### src/sv/hsv_to_rgb_converter_unit_macros.svh
// assertion helpers, clocked on clk and quiet while rst_n is low
`ifndef HSV_TO_RGB_CONVERTER_UNIT_MACROS_SVH
`define HSV_TO_RGB_CONVERTER_UNIT_MACROS_SVH

// property that must hold at every edge
`define HSV_ASSERT_ALWAYS(label, expr, msg) \
    label: assert property (@(posedge clk) disable iff (!rst_n) (expr)) else $error(msg);

// same-cycle implication
`define HSV_ASSERT_IMPL(label, ante, cons, msg) \
    label: assert property (@(posedge clk) disable iff (!rst_n) (ante) |-> (cons)) \
        else $error(msg);

// next-cycle implication
`define HSV_ASSERT_NEXT(label, ante, cons, msg) \
    label: assert property (@(posedge clk) disable iff (!rst_n) (ante) |=> (cons)) \
        else $error(msg);

`endif

### src/sv/hsv2rgb_pkg.sv
`timescale 1ns / 1ps
`default_nettype none

package hsv2rgb_pkg;

    localparam int HUE_W  = 13;
    localparam int PCT_W  = 11;
    localparam int HM_W   = 11;
    localparam int DIST_W = 10;
    localparam int PROD_W = 22;
    localparam int NUM_W  = 32;
    localparam int SCL_W  = 22;
    localparam int RCP_W  = 41;
    localparam int BYTE_W = 8;
    localparam int LANES  = 3;

    localparam logic [HUE_W-1:0] HUE_60  = 13'd960;
    localparam logic [HUE_W-1:0] HUE_120 = 13'd1920;
    localparam logic [HUE_W-1:0] HUE_180 = 13'd2880;
    localparam logic [HUE_W-1:0] HUE_240 = 13'd3840;
    localparam logic [HUE_W-1:0] HUE_300 = 13'd4800;
    localparam logic [HUE_W-1:0] HUE_360 = 13'd5760;

    localparam logic [PCT_W-1:0] PCT_FULL = 11'd1600;

    // v * 1600 * 960, the full-scale numerator
    localparam logic [NUM_W-1:0] VN_SCALE  = 32'd1536000;
    localparam logic [NUM_W-1:0] MID_SCALE = 32'd960;

    // denominator 1600*1600*960 = 2^18 * 9375
    localparam logic [SCL_W-1:0] DIV_ODD  = 22'd9375;
    localparam logic [SCL_W-1:0] DIV_ODD2 = 22'd18750;
    localparam logic [RCP_W-1:0] RECIP    = 41'd458129;

    typedef enum logic [2:0] {
        SEC_R_TO_Y = 3'd0,
        SEC_Y_TO_G = 3'd1,
        SEC_G_TO_C = 3'd2,
        SEC_C_TO_B = 3'd3,
        SEC_B_TO_M = 3'd4,
        SEC_M_TO_R = 3'd5
    } sector_t;

    typedef logic [NUM_W-1:0]  num_t;
    typedef logic [SCL_W-1:0]  scl_t;
    typedef logic [BYTE_W-1:0] byte_t;

endpackage

`default_nettype wire

### src/sv/hsv_to_rgb_converter_unit.sv
// channel  side    beat fields (lowest bit up)
// s_axis   in      hue[13:0], saturation[25:14], brightness[37:26], zero pad [39:38]
// m_axis   out     red[7:0], green[15:8], blue[23:16]
//
// one beat per cycle sustained while m_axis_tready stays high, m_axis_tvalid rises once
// a beat has passed the seven register stages of the channel datapath
// rst_n clears the stage valid bits only, no beat is left in flight
// back-pressure moves stage by stage, so a stalled output still lets
// earlier stages fill their bubbles and nothing is lost or repeated
`timescale 1ns / 1ps
`default_nettype none

`include "hsv_to_rgb_converter_unit_macros.svh"

module hsv_to_rgb_converter_unit
(
    input  wire logic        clk,
    input  wire logic        rst_n,
    input  wire logic        s_axis_tvalid,
    output logic             s_axis_tready,
    input  wire logic [39:0] s_axis_tdata,  // hue, saturation, brightness, pad
    output logic             m_axis_tvalid,
    input  wire logic        m_axis_tready,
    output logic [23:0]      m_axis_tdata   // red, green, blue
);

    localparam int NS = 7;

    logic [NS:1]   valid_reg;
    logic [NS:1]   adv;
    logic [NS-1:1] blk_reg;

    // stage handshake
    always_comb
    begin
        adv[NS] = !valid_reg[NS] || m_axis_tready;
        for (int k = NS - 1; k >= 1; k--)
        begin
            adv[k] = !valid_reg[k] || adv[k + 1];
        end
    end

    assign s_axis_tready = adv[1];

    always_ff @(posedge clk or negedge rst_n)
    begin
        if (!rst_n)
        begin
            valid_reg <= '0;
        end
        else
        begin
            if (adv[1])
            begin
                valid_reg[1] <= s_axis_tvalid;
            end
            for (int k = 2; k <= NS; k++)
            begin
                if (adv[k])
                begin
                    valid_reg[k] <= valid_reg[k - 1];
                end
            end
        end
    end

    // stage 1: range check, sector and distance from the nearest of 60, 180 or 300 degrees
    logic signed [13:0] in_hue;
    logic signed [11:0] in_sat;
    logic signed [11:0] in_bri;
    logic [hsv2rgb_pkg::HUE_W-1:0]  hue_mag;
    logic [hsv2rgb_pkg::HUE_W-1:0]  hm_wide;
    logic [hsv2rgb_pkg::HM_W-1:0]   hm;
    logic                           blk1_next;
    hsv2rgb_pkg::sector_t           sec1_next;
    logic [hsv2rgb_pkg::DIST_W-1:0] dist1_next;

    hsv2rgb_pkg::sector_t           sec1_reg;
    logic [hsv2rgb_pkg::PCT_W-1:0]  sat1_reg;
    logic [hsv2rgb_pkg::PCT_W-1:0]  bri1_reg;
    logic [hsv2rgb_pkg::DIST_W-1:0] dist1_reg;

    assign in_hue  = $signed(s_axis_tdata[13:0]);
    assign in_sat  = $signed(s_axis_tdata[25:14]);
    assign in_bri  = $signed(s_axis_tdata[37:26]);
    assign hue_mag = in_hue[12:0];

    always_comb
    begin
        blk1_next = in_hue[13] || (hue_mag > hsv2rgb_pkg::HUE_360)
                 || in_sat[11] || (in_sat[10:0] > hsv2rgb_pkg::PCT_FULL)
                 || in_bri[11] || (in_bri[10:0] > hsv2rgb_pkg::PCT_FULL);

        priority if (hue_mag < hsv2rgb_pkg::HUE_60)
            sec1_next = hsv2rgb_pkg::SEC_R_TO_Y;
        else if (hue_mag < hsv2rgb_pkg::HUE_120)
            sec1_next = hsv2rgb_pkg::SEC_Y_TO_G;
        else if (hue_mag < hsv2rgb_pkg::HUE_180)
            sec1_next = hsv2rgb_pkg::SEC_G_TO_C;
        else if (hue_mag < hsv2rgb_pkg::HUE_240)
            sec1_next = hsv2rgb_pkg::SEC_C_TO_B;
        else if (hue_mag < hsv2rgb_pkg::HUE_300)
            sec1_next = hsv2rgb_pkg::SEC_B_TO_M;
        else
            sec1_next = hsv2rgb_pkg::SEC_M_TO_R;

        // hue modulo 120 degrees
        priority if (hue_mag >= hsv2rgb_pkg::HUE_360)
            hm_wide = '0;
        else if (hue_mag >= hsv2rgb_pkg::HUE_240)
            hm_wide = hue_mag - hsv2rgb_pkg::HUE_240;
        else if (hue_mag >= hsv2rgb_pkg::HUE_120)
            hm_wide = hue_mag - hsv2rgb_pkg::HUE_120;
        else
            hm_wide = hue_mag;

        hm = hm_wide[hsv2rgb_pkg::HM_W-1:0];
        if (hm >= hsv2rgb_pkg::HM_W'(hsv2rgb_pkg::HUE_60))
            dist1_next = hsv2rgb_pkg::DIST_W'(hm - hsv2rgb_pkg::HM_W'(hsv2rgb_pkg::HUE_60));
        else
            dist1_next = hsv2rgb_pkg::DIST_W'(hsv2rgb_pkg::HM_W'(hsv2rgb_pkg::HUE_60) - hm);
    end

    // stage 2: chroma product and full-scale numerator
    logic [hsv2rgb_pkg::PROD_W-1:0] prod2_next;
    hsv2rgb_pkg::num_t              vn2_next;
    logic [hsv2rgb_pkg::PROD_W-1:0] prod2_reg;
    hsv2rgb_pkg::num_t              vn2_reg;
    logic [hsv2rgb_pkg::DIST_W-1:0] dist2_reg;
    hsv2rgb_pkg::sector_t           sec2_reg;

    assign prod2_next = {11'd0, sat1_reg} * {11'd0, bri1_reg};
    assign vn2_next   = {21'd0, bri1_reg} * hsv2rgb_pkg::VN_SCALE;

    // stage 3: chroma scaled by distance and by a full sector
    hsv2rgb_pkg::num_t    xm3_next;
    hsv2rgb_pkg::num_t    mm3_next;
    hsv2rgb_pkg::num_t    vn3_reg;
    hsv2rgb_pkg::num_t    xm3_reg;
    hsv2rgb_pkg::num_t    mm3_reg;
    hsv2rgb_pkg::sector_t sec3_reg;

    assign xm3_next = {10'd0, prod2_reg} * {22'd0, dist2_reg};
    assign mm3_next = {10'd0, prod2_reg} * hsv2rgb_pkg::MID_SCALE;

    // stage 4: channel numerators placed by sector
    hsv2rgb_pkg::num_t                           num_v;
    hsv2rgb_pkg::num_t                           num_x;
    hsv2rgb_pkg::num_t                           num_m;
    hsv2rgb_pkg::num_t [hsv2rgb_pkg::LANES-1:0] n4_next;
    hsv2rgb_pkg::num_t [hsv2rgb_pkg::LANES-1:0] n4_reg;

    always_comb
    begin
        num_v = vn3_reg;
        num_x = vn3_reg - xm3_reg;
        num_m = vn3_reg - mm3_reg;
        unique case (sec3_reg)
            hsv2rgb_pkg::SEC_R_TO_Y: n4_next = {num_m, num_x, num_v};
            hsv2rgb_pkg::SEC_Y_TO_G: n4_next = {num_m, num_v, num_x};
            hsv2rgb_pkg::SEC_G_TO_C: n4_next = {num_x, num_v, num_m};
            hsv2rgb_pkg::SEC_C_TO_B: n4_next = {num_v, num_x, num_m};
            hsv2rgb_pkg::SEC_B_TO_M: n4_next = {num_v, num_m, num_x};
            hsv2rgb_pkg::SEC_M_TO_R: n4_next = {num_x, num_m, num_v};
            default:                 n4_next = '0;
        endcase
    end

    // stage 5: times 255, power-of-two part of the denominator dropped
    logic [39:0]                                 p5 [hsv2rgb_pkg::LANES];
    hsv2rgb_pkg::scl_t [hsv2rgb_pkg::LANES-1:0] t5_next;
    hsv2rgb_pkg::scl_t [hsv2rgb_pkg::LANES-1:0] t5_reg;

    always_comb
    begin
        for (int i = 0; i < hsv2rgb_pkg::LANES; i++)
        begin
            p5[i]      = {n4_reg[i], 8'd0} - {8'd0, n4_reg[i]};
            t5_next[i] = p5[i][39:18];
        end
    end

    // stage 6: reciprocal estimate of the quotient by 9375
    logic [hsv2rgb_pkg::RCP_W-1:0]                q6 [hsv2rgb_pkg::LANES];
    hsv2rgb_pkg::byte_t [hsv2rgb_pkg::LANES-1:0] q6_next;
    hsv2rgb_pkg::byte_t [hsv2rgb_pkg::LANES-1:0] q6_reg;
    hsv2rgb_pkg::scl_t  [hsv2rgb_pkg::LANES-1:0] t6_reg;

    always_comb
    begin
        for (int i = 0; i < hsv2rgb_pkg::LANES; i++)
        begin
            q6[i]      = {19'd0, t5_reg[i]} * hsv2rgb_pkg::RECIP;
            q6_next[i] = q6[i][39:32];
        end
    end

    // stage 7: correct the estimate by one, black forced to zero
    hsv2rgb_pkg::scl_t  [hsv2rgb_pkg::LANES-1:0] corr_rem;
    hsv2rgb_pkg::byte_t [hsv2rgb_pkg::LANES-1:0] ch7_next;
    hsv2rgb_pkg::byte_t [hsv2rgb_pkg::LANES-1:0] ch7_reg;

    always_comb
    begin
        for (int i = 0; i < hsv2rgb_pkg::LANES; i++)
        begin
            corr_rem[i] = t6_reg[i] - ({14'd0, q6_reg[i]} * hsv2rgb_pkg::DIV_ODD);
            if (blk_reg[6])
                ch7_next[i] = '0;
            else if (corr_rem[i] >= hsv2rgb_pkg::DIV_ODD)
                ch7_next[i] = q6_reg[i] + 8'd1;
            else
                ch7_next[i] = q6_reg[i];
        end
    end

    // payload registers
    always_ff @(posedge clk)
    begin
        if (adv[1])
        begin
            blk_reg[1] <= blk1_next;
            sec1_reg   <= sec1_next;
            sat1_reg   <= in_sat[10:0];
            bri1_reg   <= in_bri[10:0];
            dist1_reg  <= dist1_next;
        end
        if (adv[2])
        begin
            blk_reg[2] <= blk_reg[1];
            prod2_reg  <= prod2_next;
            vn2_reg    <= vn2_next;
            dist2_reg  <= dist1_reg;
            sec2_reg   <= sec1_reg;
        end
        if (adv[3])
        begin
            blk_reg[3] <= blk_reg[2];
            vn3_reg    <= vn2_reg;
            xm3_reg    <= xm3_next;
            mm3_reg    <= mm3_next;
            sec3_reg   <= sec2_reg;
        end
        if (adv[4])
        begin
            blk_reg[4] <= blk_reg[3];
            n4_reg     <= n4_next;
        end
        if (adv[5])
        begin
            blk_reg[5] <= blk_reg[4];
            t5_reg     <= t5_next;
        end
        if (adv[6])
        begin
            blk_reg[6] <= blk_reg[5];
            q6_reg     <= q6_next;
            t6_reg     <= t5_reg;
        end
        if (adv[7])
        begin
            ch7_reg    <= ch7_next;
        end
    end

    assign m_axis_tvalid = valid_reg[NS];
    assign m_axis_tdata  = {ch7_reg[2], ch7_reg[1], ch7_reg[0]};

    // checks
    `HSV_ASSERT_NEXT(a_neg_hue_black, s_axis_tvalid && s_axis_tready && in_hue[13], blk_reg[1], "negative hue not marked black")
    `HSV_ASSERT_NEXT(a_stall_holds, valid_reg[4] && !adv[5], valid_reg[4] && $stable(n4_reg), "stalled stage lost its beat")
    `HSV_ASSERT_IMPL(a_rem_bound, valid_reg[6] && !blk_reg[6], corr_rem[0] < hsv2rgb_pkg::DIV_ODD2 && corr_rem[1] < hsv2rgb_pkg::DIV_ODD2 && corr_rem[2] < hsv2rgb_pkg::DIV_ODD2, "quotient estimate off by more than one")
    `HSV_ASSERT_ALWAYS(a_bubble_ready, valid_reg[1] || s_axis_tready, "input stalled with first stage empty")
    `HSV_ASSERT_NEXT(a_out_black, valid_reg[6] && blk_reg[6] && adv[7], m_axis_tdata == 24'd0, "black beat carries colour")

endmodule

`default_nettype wire
### config.mk
export PLATFORM = sky130hd
export DESIGN_NAME = hsv_to_rgb_converter_unit
export DESIGN_NICKNAME = d
export VERILOG_FILES = /design/src/sv/hsv2rgb_pkg.sv /design/src/sv/hsv_to_rgb_converter_unit.sv
export VERILOG_INCLUDE_DIRS = /design/src /design/src/sv
export SDC_FILE = /design/constraint.sdc
export NUM_CORES = 2
export LEC_CHECK = 0
export CAP_MARGIN = 20
export CORE_AREA = 4 4 472 474
export CTS_CLUSTER_DIAMETER = 80
export CTS_CLUSTER_SIZE = 12
export DETAILED_ROUTE_END_ITERATION = 6
export DIE_AREA = 0 0 476 478
export DONT_BUFFER_PORTS = 1
export PLACE_DENSITY = 0.41
export SLEW_MARGIN = 20
export SYNTH_ARGS = -nofsm -noshare
export SYNTH_HDL_FRONTEND = slang
export SYNTH_SLANG_ARGS = --single-unit
### constraint.sdc
create_clock -name clk -period 18.5 [get_ports clk]
set_input_delay 2.775 -clock clk [delete_from_list [all_inputs] [get_ports clk]]
set_output_delay 2.775 -clock clk [all_outputs]
set_load 0.02 [all_outputs]
# --- After elaboration in Yosys (flattened, before gate mapping) ---
# Index checks and enable logic that the tools add are counted.
word_totals:
  wordCells: 121
  ff_bits: 460
  out_inout_bits: 26
  inputBits: 44
op_classes:
  magnitude_cmp: 15
  multipliers: 10
  n_addsub: 15
  n_eq_ne: 5
  reduce_logical: 22
  n_mux: 12
op_table:
  columns: ["op", "count"]
  rows:
  - ["$pmux W96 S6", 1]
  - ["$mul A22 B19 Y40 const B", 3]
  - ["$sub A40 B32 Y40", 3]
  - ["$ge A22 B14 Y1 const B", 3]
  - ["$mul A8 B14 Y22 const B", 3]
  - ["$sub A22 B22 Y22", 3]
  - ["$sub A32 B32 Y32", 2]
  - ["$mux W11", 3]
  - ["$mul A22 B10 Y32", 1]
  - ["$lt A13 B12 Y1 const B", 2]
  - ["$mul A22 B4 Y26 const B", 1]
  - ["$add A8 B1 Y8 const B", 3]
  - ["$mux W8", 3]
  - ["$gt A11 B11 Y1 const B", 2]
  - ["$mul A11 B11 Y22", 1]
  - ["$sub A11 B11 Y11 const B", 2]
  - ["$mul A11 B9 Y20 const B", 1]
  - ["$ge A13 B11 Y1 const B", 1]
  - ["$ge A13 B12 Y1 const B", 1]
  - ["$ge A13 B13 Y1 const B", 1]
  - ["$gt A13 B13 Y1 const B", 1]
  - ["$lt A13 B10 Y1 const B", 1]
  - ["$lt A13 B11 Y1 const B", 1]
  - ["$lt A13 B13 Y1 const B", 1]
  - ["other kinds (14)", 35]

# --- Depth between registers and ports, before layout ---
logic_depth:
  word_depth: 8
  depth_mapped: 23
  ltp_nobuf: 23

# --- Worst setup path before layout ---
# No wires, ideal clock.
synth_path:
  path_type: "in2out"
  start: "input m_axis_tready"
  end: "output s_axis_tready"
  path_stages: 4
  t_arrival_ns: 6.618
  path_slack_ns: 9.107
  path_buffers: 0
  required_ns: 15.725
  path_cell_list: "nor2b_1 -> nand3_1 -> nor2_1 -> nand4_1"
synth_via:
  elab_chain_cells: 7
synth_rtl:
  columns: ["item", "line_no", "text"]
  rows:
  - ["start, declared", "hsv_to_rgb_converter_unit.sv:23", "input wire logic m_axis_tready,"]
  - ["$logic_or A1 B1 Y1", "hsv_to_rgb_converter_unit.sv:36", "adv[NS] = !valid_reg[NS] || m_axis_tready;"]
  - ["$logic_or A1 B1 Y1 (2 in series)", "hsv_to_rgb_converter_unit.sv:39", "adv[k] = !valid_reg[k] || adv[k + 1];"]
  - ["via adv (one bit)", "hsv_to_rgb_converter_unit.sv:30", "logic [NS:1] adv;"]
  - ["$logic_or A1 B1 Y1 (4 in series)", "hsv_to_rgb_converter_unit.sv:39", null]
  - ["end, declared", "hsv_to_rgb_converter_unit.sv:20", "output logic s_axis_tready,"]
# The timed path passes the listed nets, and every way through them passes these cells.

==> reports/metrics.cfg <==
[drt]
avgViaCountPerCell = 4.56
antenna_left = 0
totalWireLength_microns = 162000
drcViolationCount = 0
wl_met2_microns = 75900
routed.top_layer = met4
routedWlPerCell_microns = 17.4
dr_total_vias = 42423
m1WireLength_microns = 77500
drtIter0Drc = 1639
dr.pass1.iters = 5
wl_met3_microns = 4380

[synthesis]
synth_edf_count = 453
ys_top_cells_by_count = inv_1, ha_1, fa_1
avgSynthCellArea_sq_um = 10.2
syn-cell-area_sq_um = 65200
synth_top_area_share = 0.284
ys_ff_latch = 460
ys_seq_area_frac = 0.211
synth_ff_type = edfxtp_1
synth_fp_nets = 8332
synthArstFlopShare = 0.0152
ys_top_cells_by_area = fa_1, edfxtp_1, ha_1, inv_1, xnor2_1
synth_top_area_cell = fa_1
synth.distinct_cells = 97
syn_inst = 6421
yosys_warnings = 0
yosysMostFrequentCell = inv_1

[critical_path]
worstPathMaxFanout = 6
max_stage_delay_ns = 0.68
cpMaxStageDelayCell = edfxtp_1
critPathRequiredTime_ns = 18.94
crit_cells = 20
crit_family = adder cells
path_class = flip-flop to flip-flop
startpoint_type = flip-flop
cp_common_cell = fa_1
worstRegToRegCells = 20
crit_chain = inv_1 > fa_1 > fa_1 > inv_1 > fa_1 > fa_1 > fa_1 > inv_1 > fa_1 > inv_1 > ha_1 > a211o_1 > a21oi_1 > o211ai_1 > a311oi_1 > nor2_1 > nor2_1 > o21ai_0 > a211oi_1 > xnor2_1
crit_buf_inv = 4
crit_arrival_ns = 7.83
end_kind = flip-flop

[placement]
dp_slack_ns = 10.87
dpl.hpwl_microns = 134000
gp_congestion = 0.814
portBuffers = 0

[global_route]
grt_pass1_wl_microns = 262000
grt_pass1_vias = 46265
grtUsageTotal = 0.146
grt_max_degree = 89
antenna_found_initial = 5
grt.overflow.total = 0

[sta]
min_period_ns = 7.39
setup_tns_ns = 0
fmax_mhz = 135
rsz0062_at_grt = false
finalCritPeriodShare = 0.400
worst_slack_ns = 11.11
setup_viol = 0
slew_violations = 0
hold_violations = 0
holdWs_ns = 0.412
max_slew.worst_pin.slew_ns = 0.985
finClkSkew_ns = 0.0392
max_slew_margin = 0.343

[clock_network]
cts.clk_slew.worst_paths_ns = 0.06
cts_setup_buffers = 0
htreeDepth = 2
clk_latency_ns = 0.71
cts.sinks = 460
cts_buffers = 61
clock_path_buffers = 3
hold_buffers = 0
cts-root-buf = clkbuf_16
post_cts_resized = 0
cts_tree = yes

[die]
die-area_sq_um = 228000
rows = 172
ios = 70
initial_utilization = 0.298
die_w_microns = 476
core-area_sq_um = 219000
die_h_microns = 478

[final_layout]
drive_gt1_frac = 0.0301
nets = 8305
fin_util = 0.322
fillCellCount = 22436
area_growth_pct = 8.24
largest_reg_flops = 96

[job]
maxCapViolCount = 0

[status]
outcome = completed

[worst_hold_path]
hp-class = flip-flop to flip-flop
worstHoldPathCells = 0

[worst register-to-register path: cells and delay by family, from the launching register on]
| family | cells | cell delay (ns) |
|---|---|---|
| buffers and inverters | 4 | 0.38 |
| AOI/OAI and AO/OA | 6 | 2.09 |
| DFF | 1 | 0.68 |
| xor gates and xnor gates | 1 | 0.16 |
| adders and majority gates | 7 | 3.41 |
| and+or+nand+nor | 2 | 0.41 |
[path summary, 6_finish.rpt]
path,to,start,slack (ns)
worst max-delay path,q6_reg[8],t5_reg[30],11.11
worst min-delay path,dist2_reg[9],dist1_reg[9],0.41
worst max register to register,q6_reg[8],t5_reg[30],11.11
worst min register to register,dist2_reg[9],dist1_reg[9],0.41
max in group asynchronous,valid_reg[1],rst_n,16.64
min in group asynchronous,valid_reg[7],rst_n,1.76
[placed cells by master (no fill, tap or decap), types with 50 or more instances in the layout]
cell type	Yosys	final
o21ai_0	180	180
a21o_1	107	107
nand2_1	354	352
nor3_1	75	75
nand2b_1	50	50
clkbuf_16	0	61
xnor2_1	177	177
edfxtp_1	453	453
xor2_1	83	83
ha_1	943	943
nor2_1	221	221
nand3_1	56	54
and2_1	185	185
fa_1	924	924
a21oi_1	247	247
inv_1	1559	1558
[layer usage]
metal,global-route usage,up-vias
li1,-,20835
met2,0.244,502
met5,0,-
met4,0.0382,0
met1,0.203,20929
met3,0.0147,157
[final cells by class]
class | count | area (sq um) | share of cell area
clock inverters | 35 | 408 | 0.00578
flip-flops and latches | 460 | 13800 | 0.195
repair buffers | 26 | 203 | 0.00287
inverters | 1561 | 5860 | 0.0830
multi-input cells | 4284 | 45200 | 0.640
clock buffers | 71 | 1560 | 0.0222
well taps | 2871 | 3590 | 0.0509
diodes | 2 | 5.00 | 0.0000709
[kinds of logic after synthesis]
logic type,share of synthesized area
adders and majority gates,0.465
buffers and inverters,0.0967
and+or+nand+nor,0.0910
AOI/OAI and AO/OA,0.0916
DFF,0.211
xor gates and xnor gates,0.0353
muxes,0.00944
[stage by stage]
step	std cells	instance area, sq um
2_1_floorplan	6421	65200
5_1_grt	9310	70600
4_1_cts	9308	70600
6_report	9310	70600
3_3_place_gp	9202	68600
3_5_place_dp	9202	68600
Power is not shown: default switching activity piles up to over one toggle a cycle in this logic, so the estimate is an artifact.
